<file path="config.mk">
export PLATFORM = sky130hd
export DESIGN_NAME = tcw_front
export DESIGN_NICKNAME = d
export VERILOG_FILES = /design/src/text_console_writer_defines.svh /design/src/tcw_pkg.sv /design/src/tcw_front.sv
export SDC_FILE = /design/constraint.sdc
export NUM_CORES = 1
export LEC_CHECK = 0
export ABC_AREA = 1
export BUFFER_PORTS_ARGS = -buffer_cell sky130_fd_sc_hd__buf_2
export CAP_MARGIN = 20
export CORE_AREA = 2 2 39 41
export DETAILED_ROUTE_END_ITERATION = 7
export DIE_AREA = 0 0 41 43
export PLACE_DENSITY = 0.86
export REMOVE_ABC_BUFFERS = 1
export SETUP_SLACK_MARGIN = 0.4
export SLEW_MARGIN = 40
export SYNTH_ARGS = -nofsm -noshare
export SYNTH_HDL_FRONTEND = slang
export SYNTH_SLANG_ARGS = --single-unit
</file>
<file path="constraint.sdc">
create_clock -name vclk -period 1
set_clock_uncertainty 0.15 [all_clocks]
set_input_delay 0.05 -clock vclk [all_inputs]
set_output_delay 0.05 -clock vclk [all_outputs]
set_load 0.1 [all_outputs]
</file>
<file path="src/text_console_writer_defines.svh">
// Assertion macros for the text console writer.
// Depends on clk and rst in the scope of use.
`ifndef TEXT_CONSOLE_WRITER_DEFINES_SVH
`define TEXT_CONSOLE_WRITER_DEFINES_SVH

`define TCW_ASSERT_IMP(label, ante, cons) \
  label: assert property (@(posedge clk) disable iff (rst) (ante) |-> (cons)) \
    else $error("tcw assertion failed");

`define TCW_ASSERT_NEXT(label, ante, cons) \
  label: assert property (@(posedge clk) disable iff (rst) (ante) |=> (cons)) \
    else $error("tcw assertion failed");

`endif

</file>
<file path="src/tcw_pkg.sv">
// Shared types and constants of the text console writer.
// No dependencies.
package tcw_pkg;

  localparam int ROWS    = 25;
  localparam int COLUMNS = 80;
  localparam int CELLS   = ROWS * COLUMNS;
  localparam int ADDR_W  = $clog2(CELLS);
  localparam int CNT_W   = $clog2(CELLS + 1);
  localparam int ROW_W   = 5;
  localparam int COL_W   = 7;

  localparam logic [1:0] CMD_PRINT    = 2'd0;
  localparam logic [1:0] CMD_PRINT_AT = 2'd1;
  localparam logic [1:0] CMD_CLEAR    = 2'd2;
  localparam logic [1:0] CMD_READ     = 2'd3;

  localparam logic [7:0] CH_NEWLINE  = 8'h0A;
  localparam logic [7:0] CH_FORMFEED = 8'h0C;
  localparam logic [7:0] CH_RETURN   = 8'h0D;

  localparam logic [7:0] RESET_BLANK_ATTR = 8'd7;

  typedef enum logic [2:0] {
    K_WRITE, K_WRITE_CUR, K_NEWLINE, K_FORMFEED, K_RETURN, K_CLEAR, K_READ, K_IGNORE
  } op_kind_t;

  typedef struct packed {
    op_kind_t         kind;
    logic [7:0]       ch;
    logic [7:0]       attr;
    logic [ROW_W-1:0] row;
    logic [COL_W-1:0] col;
  } op_t;

endpackage

</file>
<file path="src/tcw_front.sv">
// Front end: accepts commands and classifies them into console operations.
// Depends on tcw_pkg.
module tcw_front (
  input  logic                   start,
  input  logic                   q_full,
  input  logic                   init_busy,
  input  logic [1:0]             cmd,
  input  logic [7:0]             char_code,
  input  logic [3:0]             ink_color,
  input  logic [3:0]             paper_color,
  input  logic [tcw_pkg::ROW_W-1:0] row,
  input  logic [tcw_pkg::COL_W-1:0] col,
  output logic                   busy,
  output logic                   push,
  output tcw_pkg::op_t           op
);
  import tcw_pkg::*;

  logic on_screen;

  assign on_screen = (row < ROW_W'(ROWS)) && (col < COL_W'(COLUMNS));
  assign busy = q_full || init_busy;
  assign push = start && !busy;

  always_comb begin
    op.ch   = char_code;
    op.attr = {paper_color, ink_color};
    op.row  = row;
    op.col  = col;
    op.kind = K_IGNORE;
    unique case (cmd)
      CMD_PRINT, CMD_PRINT_AT: begin
        if (cmd == CMD_PRINT_AT && !on_screen) op.kind = K_IGNORE;
        else if (char_code == CH_NEWLINE) op.kind = K_NEWLINE;
        else if (char_code == CH_FORMFEED) op.kind = K_FORMFEED;
        else if (char_code == CH_RETURN) op.kind = K_RETURN;
        else op.kind = (cmd == CMD_PRINT) ? K_WRITE_CUR : K_WRITE;
      end
      CMD_CLEAR: op.kind = K_CLEAR;
      CMD_READ: op.kind = on_screen ? K_READ : K_IGNORE;
      default: op.kind = K_IGNORE;
    endcase
  end

endmodule

</file>
Word-level counts from Yosys, hierarchy flattened
Index checks and enable logic that the tools add are counted.

word-level totals
  bits in registers = 0
  input port bits = 33
  output and inout port bits = 33
  word-level logic and storage cells = 23

cells by class
  magnitude comparators = 2
  equality and inequality tests = 6
  multiplexer cells = 7
  reduce and logical (&&, ||, !) cells = 8

operators by type and width
  operator                                                                number
  8-bit by 4-bit equality test with 1-bit output (second input constant)  3
  3-bit two-way mux                                                       4
  3-bit case mux with 3 select lines                                      1
  7-bit < comparator (second input constant)                              1
  5-bit < comparator (second input constant)                              1
  2-bit equality test (second input constant)                             2
  1-bit logical AND                                                       3
  2-bit by 1-bit equality test with 1-bit output (second input constant)  1
  1-bit logical NOT                                                       2
  2-bit logical NOT                                                       1
  1-bit two-way mux                                                       2
  2-bit OR reduction                                                      1
  1-bit logical OR                                                        1

Logic depth before layout (Yosys ltp)
  depth after elaboration = 7
  gate-level depth with buffers = 8
  mapped depth without buffers = 8

Worst setup path after synthesis
No wires, ideal clock.

  path kind = input-to-output
  start = input port init_busy
  end = output port push
  arrival time = 2061 ps
  data required time = 800 ps
  setup slack = -1261 ps
  stages = 2
  buffers on the path = 0
  cells stage by stage = or2_1 > nor2_1

on the way
  word-level cells in the longest chain between the ends = 3

ends and longest elaborated chain
  item               RTL line         source
  start, declared    tcw_front.sv:6   input logic init_busy,
  1-bit logical OR   tcw_front.sv:22  assign busy = q_full || init_busy;
  1-bit logical NOT  tcw_front.sv:23  assign push = start && !busy;
  1-bit logical AND  tcw_front.sv:23
  end, declared      tcw_front.sv:14  output logic push,

Every way passes these cells.

==> out/metrics.csv <==
stage,metric,value,unit
min_path,holdCritPathClass,input port to output port,
timing,timing.final.hold_violations,12,
flow_run,cap_violations,0,
route,vias,540,
timing,worst_slew_pin_slew,174,ps
global_route,global_route.usage.met3,13.6,%
global_route,grt_most_used_layer,met2,
floorplan,chipWidth,41,um
timing,hold_slack,-49.9,ps
synthesis,synthesis.yosys.warnings,0,
finish,diodes,0,
synthesis,count_of_different_cell_masters_after_synthesis,10,
global_route,grtUsageTotal,18.2,%
synthesis,synth_top_cell_area_share,52.5,%
global_route,global_route.usage.met1,17.1,%
timing,timing_max_transition_violations_final,0,
route,route.detailed.drc,0,
finish,ff_latch_area,0,um^2
placement,io_buffer_count,42,
floorplan,core-area,1380,um^2
timing,finalSetupViolCount,3,
finish,areaGrowthSynthToFinish,167,%
finish,drive_above_1_share,77.5,%
floorplan,die_y,43,um
power_and_ir_drop,leakagePower,0.000530,uW
finish,final_common_cell,buf_12,
finish,num-clock-buffers,0,
finish,multi_input_logic_area,219,um^2
timing,fmax,969,MHz
finish,fillers,96,
global_route,overflow,0,
global_route,pin_count_of_the_biggest_net_entering_global_routing,5,
min_path,min_delay_worst_endpoint,op[19],
synthesis,post_synth_inst_count,74,
run_status,result_of_the_run,finished with violations,
setup_path,critPathCaptureType,output port,
floorplan,num_rows,14,
min_path,hp-start,paper_color[3],
route,via_per_inst,4.58,
synthesis,synth.cell_area,400,um^2
finish,commonest_non_fill_non_tap_cells_in_the_layout,"buf_12 (21), buf_6 (18), nand2_1 (11)",
run_status,violations,"hold timing, setup timing",
global_route,global_route.usage.met2,31.3,%
power_and_ir_drop,power_density,781,nW/um^2
finish,design.final.nets,137,
global_route,first_pass_grt_wire_length,2.32,mm
setup_path,critical_path_required,800,ps
route,detail_route.first_pass.iterations,4,
setup_path,crit_fanout,3,
timing,slew_limit_headroom,88.3,%
synthesis,sequential_to_total_area_share_from_yosys_stat,0,%
route,detail_route.iter0.violations,3,
min_path,hold_depth,0,
setup_path,worstSetupStartpointType,input port,
synthesis,synth.avg_cell_area,5.41,um^2
placement,dpl_worst_slack,-103,ps
route,routedWlPerCell,13.9,um
finish,seq_cell_count,0,
synthesis,yosys-top-cells-area,"buf_4 (53%), nand2_1 (17%), inv_1 (9.4%)",
placement,place.detailed.hpwl,1.20,mm
placement,gp_congestion,0.642,
power_and_ir_drop,worst_ir_drop_vdd,0.389,mV
global_route,initial_antenna_violation_count,0,
global_route,first_global_vias,525,
route,totalWireLength,1.64,mm
floorplan,die-area,1760,um^2
setup_path,crit_type,input port to output port,
setup_path,cp_data_arrival_time,830,ps
timing,finalSetupTns,-80.9,ps
floorplan,initial_utilization,28.9,%
synthesis,synth_top_cell_by_area,buf_4,
floorplan,ios,66,
timing,layout_setup_ws,-31.5,ps
timing,finalCriticalPeriod,1030,ps
timing,final.period_utilization,103,%
route,final_antenna_net_count,0,
timing,rsz_0062_raised_after_global_routing,yes,
[logic make-up (layout without fill, tap and decap cells)]
group | count (synthesis) | after routing | share of synthesized area (%)
AO/OA/AOI/OAI | 2 | 2 | 3.44
buffers and inverters | 38 | 66 | 61.9
AND/OR/NAND/NOR | 34 | 34 | 34.7
[critical path, cell delays in order]
cell and delay, ps:
buf_8 110, clkinv_4 40, nand2_2 60, nor2_4 120
nand2_2 70, o21ai_2 50, nand2_1 70, nand2_2 80
buf_12 170
[synth_stat cells]
cell type / n
buf_4: 28
nand2_1: 18
inv_1: 10
nor2_1: 9
nand3_1: 4
nor2_2: 1
nor3_1: 1
o21ai_1: 1
o21ai_2: 1
or2_1: 1
[metal layers]
layer / routed length [um] / share of wire, %
met4: 53 / 3.2
met5: 0 / 0
met3: 204 / 12
met2: 980 / 60
met1: 404 / 25
[metrics by stage]
step           util, %  hold slack (ps)  std cells  cell area, um^2  power [uW]
4_1_cts           72.9            -49.3        115             1010         808
5_1_grt           77.1            -49.4        118             1070         861
3_5_place_dp      57.0            -49.3        113              788         711
6_report          77.1            -49.9        118             1070         833
3_3_place_gp      57.0            -49.3        113              788         700
2_1_floorplan        -            -50.0         46              190         151
[worst max path at each step]
stage	depth (start not counted)	end	startpoint
after floorplan	2	push	init_busy
after global placement	7	op[29]	char_code[5]
after detailed placement	8	op[29]	char_code[3]
after CTS	9	op[29]	char_code[7]
after global routing	8	op[28]	char_code[2]
final	9	op[29]	char_code[4]
[area by class of cell]
type	instances	share of cell area (%)
inverters	10	4.45
multi-input cells	36	20.5
repair buffers	56	73.2
well taps	16	1.88
[what timing repair did]
| item | 4_1_cts | 5_1_grt |
|---|---|---|
| setup buffers | 2 | 3 |
| resized for setup | 57 | 11 |
| pin swaps | 13 | 7 |
| endpoints found under the setup margin | 14 | 14 |
| endpoints found under the hold margin | 12 | 12 |
[where the power goes]
part           internal (uW)  leakage (uW)  total (uW)  switching [uW]
registers                  0             0           0               0
clock network              0             0           0               0
logic                    335      0.000530         833             498
total                    335      0.000530         833             498
Note: power is estimated with default switching activity, not from simulation.
