--- config.mk ---
export PLATFORM = sky130hd
export DESIGN_NAME = tcw_queue
export DESIGN_NICKNAME = d
export VERILOG_FILES = /design/src/text_console_writer_defines.svh /design/src/tcw_pkg.sv /design/src/tcw_queue.sv
export SDC_FILE = /design/constraint.sdc
export NUM_CORES = 1
export LEC_CHECK = 0
export BUFFER_PORTS_ARGS = -buffer_cell sky130_fd_sc_hd__buf_2
export CORE_MARGIN = 4
export CORE_UTILIZATION = 51
export DETAILED_ROUTE_END_ITERATION = 10
export GPL_TIMING_DRIVEN = 0
export PLACE_DENSITY = 0.8
export REMOVE_ABC_BUFFERS = 1
export SETUP_SLACK_MARGIN = 0.05
export SLEW_MARGIN = 20
export SYNTH_ARGS = -nofsm -noshare
export SYNTH_HDL_FRONTEND = slang
export SYNTH_SLANG_ARGS = --single-unit
--- constraint.sdc ---
create_clock -name clk -period 3.3 [get_ports clk]
set_input_delay 0.66 -clock clk [delete_from_list [all_inputs] [get_ports clk]]
set_output_delay 0.66 -clock clk [all_outputs]
set_load 0.05 [all_outputs]
--- src/text_console_writer_defines.svh ---
// Assertion macros for the text console writer.
// Depends on clk and rst in the scope of use.
`ifndef TEXT_CONSOLE_WRITER_DEFINES_SVH
`define TEXT_CONSOLE_WRITER_DEFINES_SVH

`define TCW_ASSERT_IMP(label, ante, cons) \
  label: assert property (@(posedge clk) disable iff (rst) (ante) |-> (cons)) \
    else $error("tcw assertion failed");

`define TCW_ASSERT_NEXT(label, ante, cons) \
  label: assert property (@(posedge clk) disable iff (rst) (ante) |=> (cons)) \
    else $error("tcw assertion failed");

`endif

--- src/tcw_pkg.sv ---
// Shared types and constants of the text console writer.
// No dependencies.
package tcw_pkg;

  localparam int ROWS    = 25;
  localparam int COLUMNS = 80;
  localparam int CELLS   = ROWS * COLUMNS;
  localparam int ADDR_W  = $clog2(CELLS);
  localparam int CNT_W   = $clog2(CELLS + 1);
  localparam int ROW_W   = 5;
  localparam int COL_W   = 7;

  localparam logic [1:0] CMD_PRINT    = 2'd0;
  localparam logic [1:0] CMD_PRINT_AT = 2'd1;
  localparam logic [1:0] CMD_CLEAR    = 2'd2;
  localparam logic [1:0] CMD_READ     = 2'd3;

  localparam logic [7:0] CH_NEWLINE  = 8'h0A;
  localparam logic [7:0] CH_FORMFEED = 8'h0C;
  localparam logic [7:0] CH_RETURN   = 8'h0D;

  localparam logic [7:0] RESET_BLANK_ATTR = 8'd7;

  typedef enum logic [2:0] {
    K_WRITE, K_WRITE_CUR, K_NEWLINE, K_FORMFEED, K_RETURN, K_CLEAR, K_READ, K_IGNORE
  } op_kind_t;

  typedef struct packed {
    op_kind_t         kind;
    logic [7:0]       ch;
    logic [7:0]       attr;
    logic [ROW_W-1:0] row;
    logic [COL_W-1:0] col;
  } op_t;

endpackage

--- src/tcw_queue.sv ---
// Two-word queue of decoded operations between front and back end.
// Depends on tcw_pkg.
module tcw_queue (
  input  logic         clk,
  input  logic         rst,
  input  logic         push,
  input  tcw_pkg::op_t push_op,
  input  logic         pop,
  output logic         full,
  output logic         empty,
  output tcw_pkg::op_t head
);
  import tcw_pkg::*;

  op_t        slots [2];
  logic       wp;
  logic       rp;
  logic [1:0] count;

  assign full  = (count == 2'd2);
  assign empty = (count == 2'd0);
  assign head  = slots[rp];

  always_ff @(posedge clk) begin
    if (push) slots[wp] <= push_op;
  end

  always_ff @(posedge clk) begin
    if (rst) begin
      wp    <= 1'b0;
      rp    <= 1'b0;
      count <= 2'd0;
    end else begin
      if (push) wp <= ~wp;
      if (pop) rp <= ~rp;
      count <= count + 2'(push) - 2'(pop);
    end
  end

endmodule

==> Word-level counts from Yosys, hierarchy flattened <==
Memory sizes are Yosys's and may differ from the RTL's. A register that Yosys moved wholly into a read port is not among the register bits.
Index checks and enable logic that the tools add are counted.
{ "word_totals": {"reg_bits": 4, "ramBits": 62, "inputBits": 35, "output_inout_bits": 33, "wordCells": 14, "memories": 1} }
{ "op_classes": {"add_sub_neg": 2, "eq_ne": 1, "mux": 4, "bitwise": 2, "reduce_logical": 1} }
{ "mem_list": {"columns": ["name", "words", "width", "rd", "rd_clocked_by_memory_dff", "wr", "line_no", "source"], "rows": [
  ["slots", 2, 31, 1, 1, 1, "tcw_queue.sv:15", "op_t slots [2];"]
]} }
{ "ops": {"columns": ["cell", "count"], "rows": [
  ["1-bit two-way mux", 4],
  ["2-bit by 1-bit adder with 2-bit output", 1],
  ["2-bit == test, second input constant", 1],
  ["2-bit zero test", 1],
  ["1-bit NOT", 2],
  ["2-bit by 1-bit subtractor with 2-bit output", 1]
]} }

==> Longest topological paths before layout <==
Gate-level depths: netlist of the first run.
{ "logic_depth": {"word_depth": 3, "ltp_mapped": 6, "depth_no_buf": 6} }

==> Worst setup path after synthesis of the first run <==
No wires, ideal clock.
{ "synth_path": {"kind": "input -> register", "startpoint": "input push", "endpoint": "memory slots[0][0] in the netlist's numbering, enable pin", "setup_time_ns": 0.423, "t_arrival_ns": 2.065, "required_ns": 2.877, "setup_slack_ns": 0.812, "cell_stages": 1, "n_path_buf": 0, "cell_sequence": "nor2b_1"} }
{ "synth_via": {"elab_chain_cells": 2} }
{ "synth_rtl": {"columns": ["element", "line_no", "source"], "rows": [
  ["from (decl)", "tcw_queue.sv:6", "input logic push,"],
  ["1-bit two-way mux", "tcw_queue.sv:25", "if (push) slots[wp] <= push_op;"],
  ["1-bit two-way mux (implied by the code)", "tcw_queue.sv:25", null],
  ["to (decl)", "tcw_queue.sv:15", null]
]} }
Every way passes these cells.

==> results of run 1 <==
kinds of logic after synthesis:
family	Yosys count
flip-flops	67
adder cells (fa/ha/maj)	2
AND/OR/NAND/NOR	9
buffers and inverters	5
XOR/XNOR	3
multiplexers	31
path summary, 6_finish.rpt:
check	to	startpoint	slack, ns
worst max-delay path	head[6]	register	0.89
worst min-delay path	slots[0][28]	push_op[28]	0.52
worst max register to register	slots[1][0]	wp	1.83
worst min register to register	rp	rp	0.54
routing by layer:
| metal | routed length (um) | vias to the layer above | share of wire [%] | track usage, % |
|---|---|---|---|---|
| met5 | 0 | - | 0 | 0 |
| met4 | 78 | 0 | 1.9 | 10.1 |
| met3 | 306 | 8 | 7.6 | 5.45 |
| met2 | 2110 | 55 | 52 | 24.4 |
| met1 | 1550 | 592 | 38 | 16.3 |
| li1 | - | 600 | - | - |
power breakdown:
| group | internal (mW) | switching, mW | total [mW] |
|---|---|---|---|
| combinational | 0.115 | 0.247 | 0.361 |
| clock | 0.497 | 0.284 | 0.781 |
| sequential | 0.990 | 0.0307 | 1.02 |
metrics by stage:
step / total power, mW / cell area, sq um / hold WS (ns) / setup slack, ns / std cells
final: 2.16 / 3100 / 0.518 / 0.892 / 252
after global routing: 2.25 / 3100 / 0.490 / 0.779 / 252
after CTS: 2.19 / 3100 / 0.495 / 0.830 / 252
after detailed placement: 1.41 / 2870 / 0.522 / 1.19 / 236
after global placement: 1.39 / 2830 / 0.494 / 0.0950 / 235
after floorplan: 1.30 / 2430 / 0.480 / 0.812 / 114
sequential cells by signal (all words and copies together), names as in the netlist, named ones only:
signal / count
slots: 62
count: 2
rp: 1
wp: 1
critical path: stages, from the launching register on:
cell and delay (ns):
dfxtp_2 0.78, mux2_2 0.41, buf_2 0.21
area by class of cell:
type	instances	area [sq um]	share of cell area, %
timing repair buffer	68	363	11.7
clock buffer	10	128	4.12
sequential	67	1960	63.3
inverter	2	7.51	0.242
multi-input combinational	45	467	15.1
tap	54	67.6	2.18
clock inverter	6	104	3.35
cell usage after synthesis:
master    number
edfxtp_1      62
mux2_2        31
dfxtp_1        5
nor2_1         5
buf_6          3
nor2b_1        3
ha_1           2
inv_1          2
xnor2_1        2
and2_1         1
xnor3_1        1
==> impl_metrics.env, run 1 <==
export IMPL_cts_tree="yes"
export IMPL_drive_gt1_share_pct=58.6
export IMPL_cp_arrival_ns=1.75
export IMPL_post_cts_buffers=0
export IMPL_cts_resized=0
export IMPL_synth_xor_area_share_pct=1.63
export IMPL_start_util_pct=52.5
export IMPL_slew_headroom_pct=50.6
export IMPL_critical_path_max_fanout=31
export IMPL_finClkSkew_ns=0.00568
export IMPL_final_hold_viol_count=0
export IMPL_antenna_cells=0
export IMPL_rsz0062_at_grt="false"
export IMPL_gp_congestion=0.642
export IMPL_portBuffers=67
export IMPL_cts_root_buf="clkbuf_8"
export IMPL_final_common_cell="buf_2"
export IMPL_antenna_found_initial=0
export IMPL_setup_violations=0
export IMPL_grt_overflow=0
export IMPL_synth_top_family_by_area="multiplexers"
export IMPL_critPathCaptureType="primary output"
export IMPL_via_per_inst=4.98
export IMPL_rows=25
export IMPL_min_path_type="in -> reg"
export IMPL_dieWidth_um=77.5
export IMPL_wirelength_um=4040
export IMPL_wire_per_inst_um=16.0
export IMPL_cts_buffer_depth=2
export IMPL_ctsHoldBuffers=0
export IMPL_ys_types=11
export IMPL_setup_tns_ns=0
export IMPL_firstDrtPassIters=4
export IMPL_htreeDepth=3
export IMPL_die_h_um=77.5
export IMPL_max_freq_mhz=415
export IMPL_clkLatencyLatePin_ns=0.33
export IMPL_clock_sinks=67
export IMPL_max_cap_violations=0
export IMPL_synthTopCellsByArea="edfxtp_1, mux2_2, dfxtp_1"
export IMPL_synth_compound_area_share_pct=0
export IMPL_cts_buffers_inserted=9
export IMPL_clkTransAtPathRegs_ns=0.07
export IMPL_fillers=347
export IMPL_drtIter0Drc=82
export IMPL_maxSlewViolCount=0
export IMPL_hpwl_um=2730
export IMPL_worst_pin_slew_ns=0.741
export IMPL_grt_pass1_wl_um=6630
export IMPL_period_share_pct=73.0
export IMPL_synth_seq_cells=67
export IMPL_nNetsFinal=230
export IMPL_drc_errors=0
export IMPL_synth_largest_area_cell="edfxtp_1"
export IMPL_powerDensity_nw_per_um2=698
export IMPL_worstSetupPathType="reg -> out"
export IMPL_core_sq_um=4690
export IMPL_synthAdderAreaFrac_pct=1.02
export IMPL_postSynthAreaPerCell_sq_um=21.0
export IMPL_mostFrequentLayoutCells="buf_2, edfxtp_1, mux2_2, clkbuf_8, nor2_1"
export IMPL_fp_dieArea_sq_um=6000
export IMPL_fin_util_pct=66.1
export IMPL_vias=1255
export IMPL_grt_max_degree=32
export IMPL_yosysWarnings=0
export IMPL_netlist_area_sq_um=2460
export IMPL_yosysTopAreaCellShare_pct=75.6
export IMPL_areaGrowthSynthToFinish_pct=25.9
export IMPL_synth_mux_area_share_pct=14.2
export IMPL_ios=68
export IMPL_antenna_left=0
export IMPL_power_leakage_nw=1.20
export IMPL_period_minus_slack_ns=2.41
export IMPL_synthCells=117
export IMPL_ys_seq_area_share_pct=79.7
export IMPL_grt_pass1_vias=1363
export IMPL_peakVddDrop_mv=0.595
export IMPL_reg2reg_depth=1
export IMPL_critPathLaunchType="register"
export IMPL_outcome="finished clean"
export IMPL_holdPathStages=1
export IMPL_grtUsageTotal_pct=15.0
export IMPL_synth_simple_area_share_pct=1.78
export IMPL_cp_required_ns=2.64
Note: power is estimated with default switching activity, not from simulation.
==> run 2, diff against run 1 <==
Settings changed: CORE_UTILIZATION 51 to 46, PLACE_DENSITY 0.8 to 0.76.
Clock period 3.3 ns to 2.04 ns, I/O delays scaled along.
==> run 2 against run 1 <==
Net effect:
- final cell count rose by 7.5%
- first-iteration DRC count decreased by 52%
- non-clock buffer count increased by 4
- sequential power grew 60%
- critical path type unchanged
- clock skew fell by 0.00075 ns
- total power grew 44%
- count of clock-buffer cells in the layout rose by 1
- highest routed layer unchanged
- largest cell class unchanged
- wire length down 0.54%
- worst setup slack got worse by 0.68 ns
==> impl_metrics.env, run 2 (synthesized netlist as in run 1, its figures left out) <==
export IMPL_dpl_worst_slack_ns=0.176
export IMPL_slowest_stage="dfxtp_4"
export IMPL_period_share_pct=89.8
export IMPL_grt_pass1_vias=1232
export IMPL_setup_violations=0
export IMPL_via_per_inst=4.69
export IMPL_grt_max_degree=32
export IMPL_cts_tree="yes"
export IMPL_fin_hold_ws_ns=0.270
export IMPL_worstSetupPathType="reg -> out"
export IMPL_finClkSkew_ns=0.00494
export IMPL_crit_buf_inv=2
export IMPL_hpwl_um=2650
export IMPL_fp_dieArea_sq_um=6580
export IMPL_cts_root_buf="clkbuf_8"
export IMPL_dieWidth_um=81.1
export IMPL_reg2reg_to="slots[1][29]"
export IMPL_cp_arrival_ns=1.42
export IMPL_clock_sinks=67
export IMPL_holdPathStages=1
export IMPL_drive_gt1_share_pct=58.7
export IMPL_reg2reg_depth=2
export IMPL_start_util_pct=47.9
export IMPL_wirelength_um=4020
export IMPL_fin_cells=271
export IMPL_core_sq_um=5140
export IMPL_cts_buffer_depth=2
export IMPL_mostFrequentLayoutCells="buf_2, edfxtp_1, mux2_2, clkbuf_8, nor2_1"
export IMPL_fin_util_pct=60.3
export IMPL_final_common_cell="buf_2"
export IMPL_rrSetupSlack_ns=0.70
export IMPL_largest_register="slots"
export IMPL_critical_path_max_fanout=8
export IMPL_clkTransAtPathRegs_ns=0.07
export IMPL_outcome="finished clean"
export IMPL_hold_start="push_op[5]"
export IMPL_rsz0062_at_grt="false"
export IMPL_ios=68
export IMPL_r2r_start="wp"
export IMPL_period_minus_slack_ns=1.83
export IMPL_largest_register_ffs=62
export IMPL_antenna_found_initial=0
export IMPL_worst_pin_slew_ns=0.495
export IMPL_antenna_cells=0
export IMPL_cp_required_ns=1.63
export IMPL_max_cap_violations=0
export IMPL_grtUsageTotal_pct=12.4
export IMPL_wire_per_inst_um=14.8
export IMPL_antenna_left=0
export IMPL_worstPathCellList="buf_4 -> mux2_2 -> buf_2"
export IMPL_critPathLaunchType="register"
export IMPL_peakVddDrop_mv=0.528
export IMPL_drc_errors=0
export IMPL_top_regs="slots: 62 flops, count: 2 flops"
export IMPL_slew_headroom_pct=66.9
export IMPL_firstDrtPassIters=4
export IMPL_dp_cells=253
export IMPL_postPlaceCellArea_sq_um=2920
export IMPL_die_h_um=81.1
export IMPL_powerDensity_nw_per_um2=1000
export IMPL_drtIter0Drc=39
export IMPL_vias=1270
export IMPL_areaGrowthSynthToFinish_pct=25.9
export IMPL_power_leakage_nw=1.19
export IMPL_postLayoutCellArea_sq_um=3100
export IMPL_critPathCaptureType="primary output"
export IMPL_ctsHoldBuffers=0
export IMPL_htreeDepth=3
export IMPL_gp_congestion=0.635
export IMPL_clkLatencyLatePin_ns=0.32
export IMPL_rows=26
export IMPL_maxSlewViolCount=0
export IMPL_min_to="slots[0][5]"
export IMPL_max_freq_mhz=546
export IMPL_crit_family="buffers and inverters"
export IMPL_grt_pass1_wl_um=5780
export IMPL_cts_buffers_inserted=9
export IMPL_setup_ws_ns=0.208
export IMPL_slowest_delay_ns=0.36
export IMPL_final_hold_viol_count=0
export IMPL_grt_overflow=0
export IMPL_min_path_type="in -> reg"
export IMPL_nNetsFinal=234
export IMPL_portBuffers=67
-- run 2: cell types whose count changed in the layout (fill, tap and decap cells not counted), sizes merged --
cell    change
buf         +4
bufinv      -3
clkbuf      +1
clkinv      +1
-- run 2: final cells by class --
type                            count  area (sq um)
Fill cell                         410          2040
Sequential cell                    67          1970
Clock inverter                      4          18.8
Timing Repair Buffer               72           420
Multi-Input combinational cell     45           467
Inverter                            2          7.51
Tap cell                           70          87.6
Clock buffer                       11           131
-- run 2: timing repair --
action	in CTS	in global routing
setup buffers	0	3
endpoints found under the setup margin	31	31
gates resized for setup	1	0
-- run 2: metal layers --
metal / share of wire [%] / wire length (um) / vias to the layer above / track usage, %
li1: - / - / 606 / -
met1: 43 / 1720 / 604 / 15.5
met2: 48 / 1920 / 52 / 18.7
met3: 8.1 / 325 / 8 / 4.43
met4: 1.5 / 59 / 0 / 7.09
met5: 0 / 0 / - / 0
-- run 2: how the worst max path moves through the flow --
stage | startpoint | cells after the start | slack (ns) | to
2_1_floorplan | push | 1 | -0.20 | slots[0][0]
3_3_place_gp | push | 2 | -1.11 | slots[0][7]
3_5_place_dp | register | 2 | 0.18 | head[18]
4_1_cts | register | 2 | 0.04 | head[18]
5_1_grt | register | 3 | 0.15 | head[9]
6_report | register | 3 | 0.21 | head[18]
-- run 2: metrics by stage --
step / power [mW] / TNS (ns)
global route: 3.26 / 0
finish: 3.11 / 0
floorplan: 2.11 / -6.06
CTS: 3.14 / 0
detailed placement: 2.28 / 0
global placement: 2.25 / -45.62
-- run 2: where the power goes --
group | leakage [nW] | internal, mW | switching [mW]
combinational | 0.487 | 0.202 | 0.425
clock | 0.0804 | 0.424 | 0.431
sequential | 0.624 | 1.60 | 0.0275
==> run 3, diff against run 2 <==
Settings changed: CORE_MARGIN 4 to 2, CORE_UTILIZATION 46 to 48, CTS_BUF_LIST from default to sky130_fd_sc_hd__clkbuf_4, PLACE_DENSITY 0.76 to 0.79.
==> run 3 against run 2 <==
Net effect:
- final cell count is the same
- combinational power is essentially flat
- worst hold slack lost 0.077 ns
- first-iteration DRC count grew 33%
- clock power grew 10%
- clock skew grew 0.0078 ns
- register-to-register slack lost 0.05 ns
- largest cell class unchanged
==> impl_metrics.env, run 3 (synthesized netlist as in run 1, its figures left out) <==
export IMPL_outcome="finished clean"
export IMPL_dpl_worst_slack_ns=0.167
export IMPL_critical_path_max_fanout=16
export IMPL_fin_util_pct=61.7
export IMPL_powerDensity_nw_per_um2=1030
export IMPL_top_regs="slots: 62 flops, count: 2 flops"
export IMPL_mostFrequentLayoutCells="buf_2, edfxtp_1, mux2_2, clkbuf_4, nor2_1"
export IMPL_multi_input_area_sq_um=467
export IMPL_grt_overflow=0
export IMPL_grtUsageTotal_pct=15.3
export IMPL_firstDrtPassIters=2
export IMPL_cp_required_ns=1.63
export IMPL_clkLatencyLatePin_ns=0.39
export IMPL_critPathLaunchType="register"
export IMPL_cts_tree="yes"
export IMPL_nNetsFinal=233
export IMPL_seqCellArea_sq_um=1970
export IMPL_cts_root_buf="clkbuf_4"
export IMPL_final_hold_viol_count=0
export IMPL_ctsHoldBuffers=0
export IMPL_rows=26
export IMPL_start_util_pct=48.8
export IMPL_antenna_left=0
export IMPL_vias=1281
export IMPL_dieWidth_um=75.6
export IMPL_portBuffers=67
export IMPL_drtIter0Drc=52
export IMPL_slowest_delay_ns=0.38
export IMPL_final_common_cell="buf_2"
export IMPL_grt_max_degree=18
export IMPL_setup_tns_ns=0
export IMPL_drc_errors=0
export IMPL_core_sq_um=5040
export IMPL_rsz0062_at_grt="false"
export IMPL_fillers=364
export IMPL_largest_register_ffs=62
export IMPL_drive_gt1_share_pct=59.2
export IMPL_antenna_cells=0
export IMPL_critPathCaptureType="primary output"
export IMPL_setup_ws_ns=0.146
export IMPL_min_path_type="in -> reg"
export IMPL_max_freq_mhz=528
export IMPL_clkTransAtPathRegs_ns=0.11
export IMPL_hpwl_um=2480
export IMPL_finClkSkew_ns=0.0127
export IMPL_power_leakage_nw=1.19
export IMPL_grt_pass1_vias=1296
export IMPL_grt_pass1_wl_um=5950
export IMPL_dp_cells=253
export IMPL_ios=68
export IMPL_htreeDepth=3
export IMPL_fp_dieArea_sq_um=5720
export IMPL_clock_sinks=67
export IMPL_slew_headroom_pct=65.2
export IMPL_worstPathCellList="buf_12 -> mux2_2 -> buf_2"
export IMPL_cts_buffers_inserted=9
export IMPL_worst_pin_slew_ns=0.521
export IMPL_period_share_pct=92.8
export IMPL_max_cap_violations=0
export IMPL_gp_congestion=0.706
export IMPL_wirelength_um=3920
export IMPL_maxSlewViolCount=0
export IMPL_largest_register="slots"
export IMPL_areaGrowthSynthToFinish_pct=26.5
export IMPL_slowest_stage="dfxtp_4"
export IMPL_peakVddDrop_mv=0.673
export IMPL_cp_arrival_ns=1.49
export IMPL_die_h_um=75.6
export IMPL_antenna_found_initial=0
export IMPL_period_minus_slack_ns=1.89
export IMPL_worstSetupPathType="reg -> out"
export IMPL_cts_buffer_depth=2
export IMPL_setup_violations=0
export IMPL_wire_per_inst_um=14.4
export IMPL_via_per_inst=4.73
export IMPL_finalPower_mw=3.20
export IMPL_fin_cells=271
==> run 3: repair_timing <==
item                       in CTS  in global routing
setup endpoints to repair      31                  7
buffers inserted                2                  0
resized for setup               1                  1
==> run 3: worst max-delay path: cells and delay by family (launching register included) <==
| kind | cells | cell delay [ns] |
|---|---|---|
| muxes | 1 | 0.35 |
| buffers and inverters | 2 | 0.37 |
| DFF | 1 | 0.38 |
==> run 3: metrics by stage <==
stage / cell area, sq um / hold slack [ns]
after global placement: 2850 / 0.493
after detailed placement: 2920 / 0.518
after floorplan: 2430 / 0.480
final: 3110 / 0.193
after CTS: 3110 / 0.168
after global routing: 3110 / 0.166
==> run 3: area by class of cell <==
| cell class | instances | area share, % |
|---|---|---|
| clock buffers | 10 | 2.41 |
| clock inverters | 6 | 2.57 |
| inverters | 2 | 0.241 |
| multi-input cells | 45 | 15.0 |
| flip-flops and latches | 67 | 63.1 |
| well taps | 70 | 2.81 |
| repair buffers | 71 | 13.8 |
==> run 3: worst paths after layout <==
kind / from / end / cells after the start / slack [ns]
worst max-delay path: register / head[1] / 3 / 0.15
worst min-delay path: push_op[17] / slots[0][17] / 1 / 0.19
worst max register to register: wp / slots[1][23] / 2 / 0.65
worst min register to register: rp / register / 2 / 0.54
==> run 3: power by group <==
group	total (mW)	internal (mW)	switching [mW]
combinational	0.630	0.207	0.423
clock	0.941	0.501	0.439
sequential	1.63	1.60	0.0290
total	3.20	2.31	0.891
==> run 3: metal layers <==
metal / vias to the layer above / track usage [%] / wire length [um]
met1: 621 / 17.7 / 1580
met3: 9 / 5.16 / 210
met5: - / 0 / 0
met4: 0 / 9.36 / 79
li1: 612 / - / -
met2: 39 / 24.6 / 2040
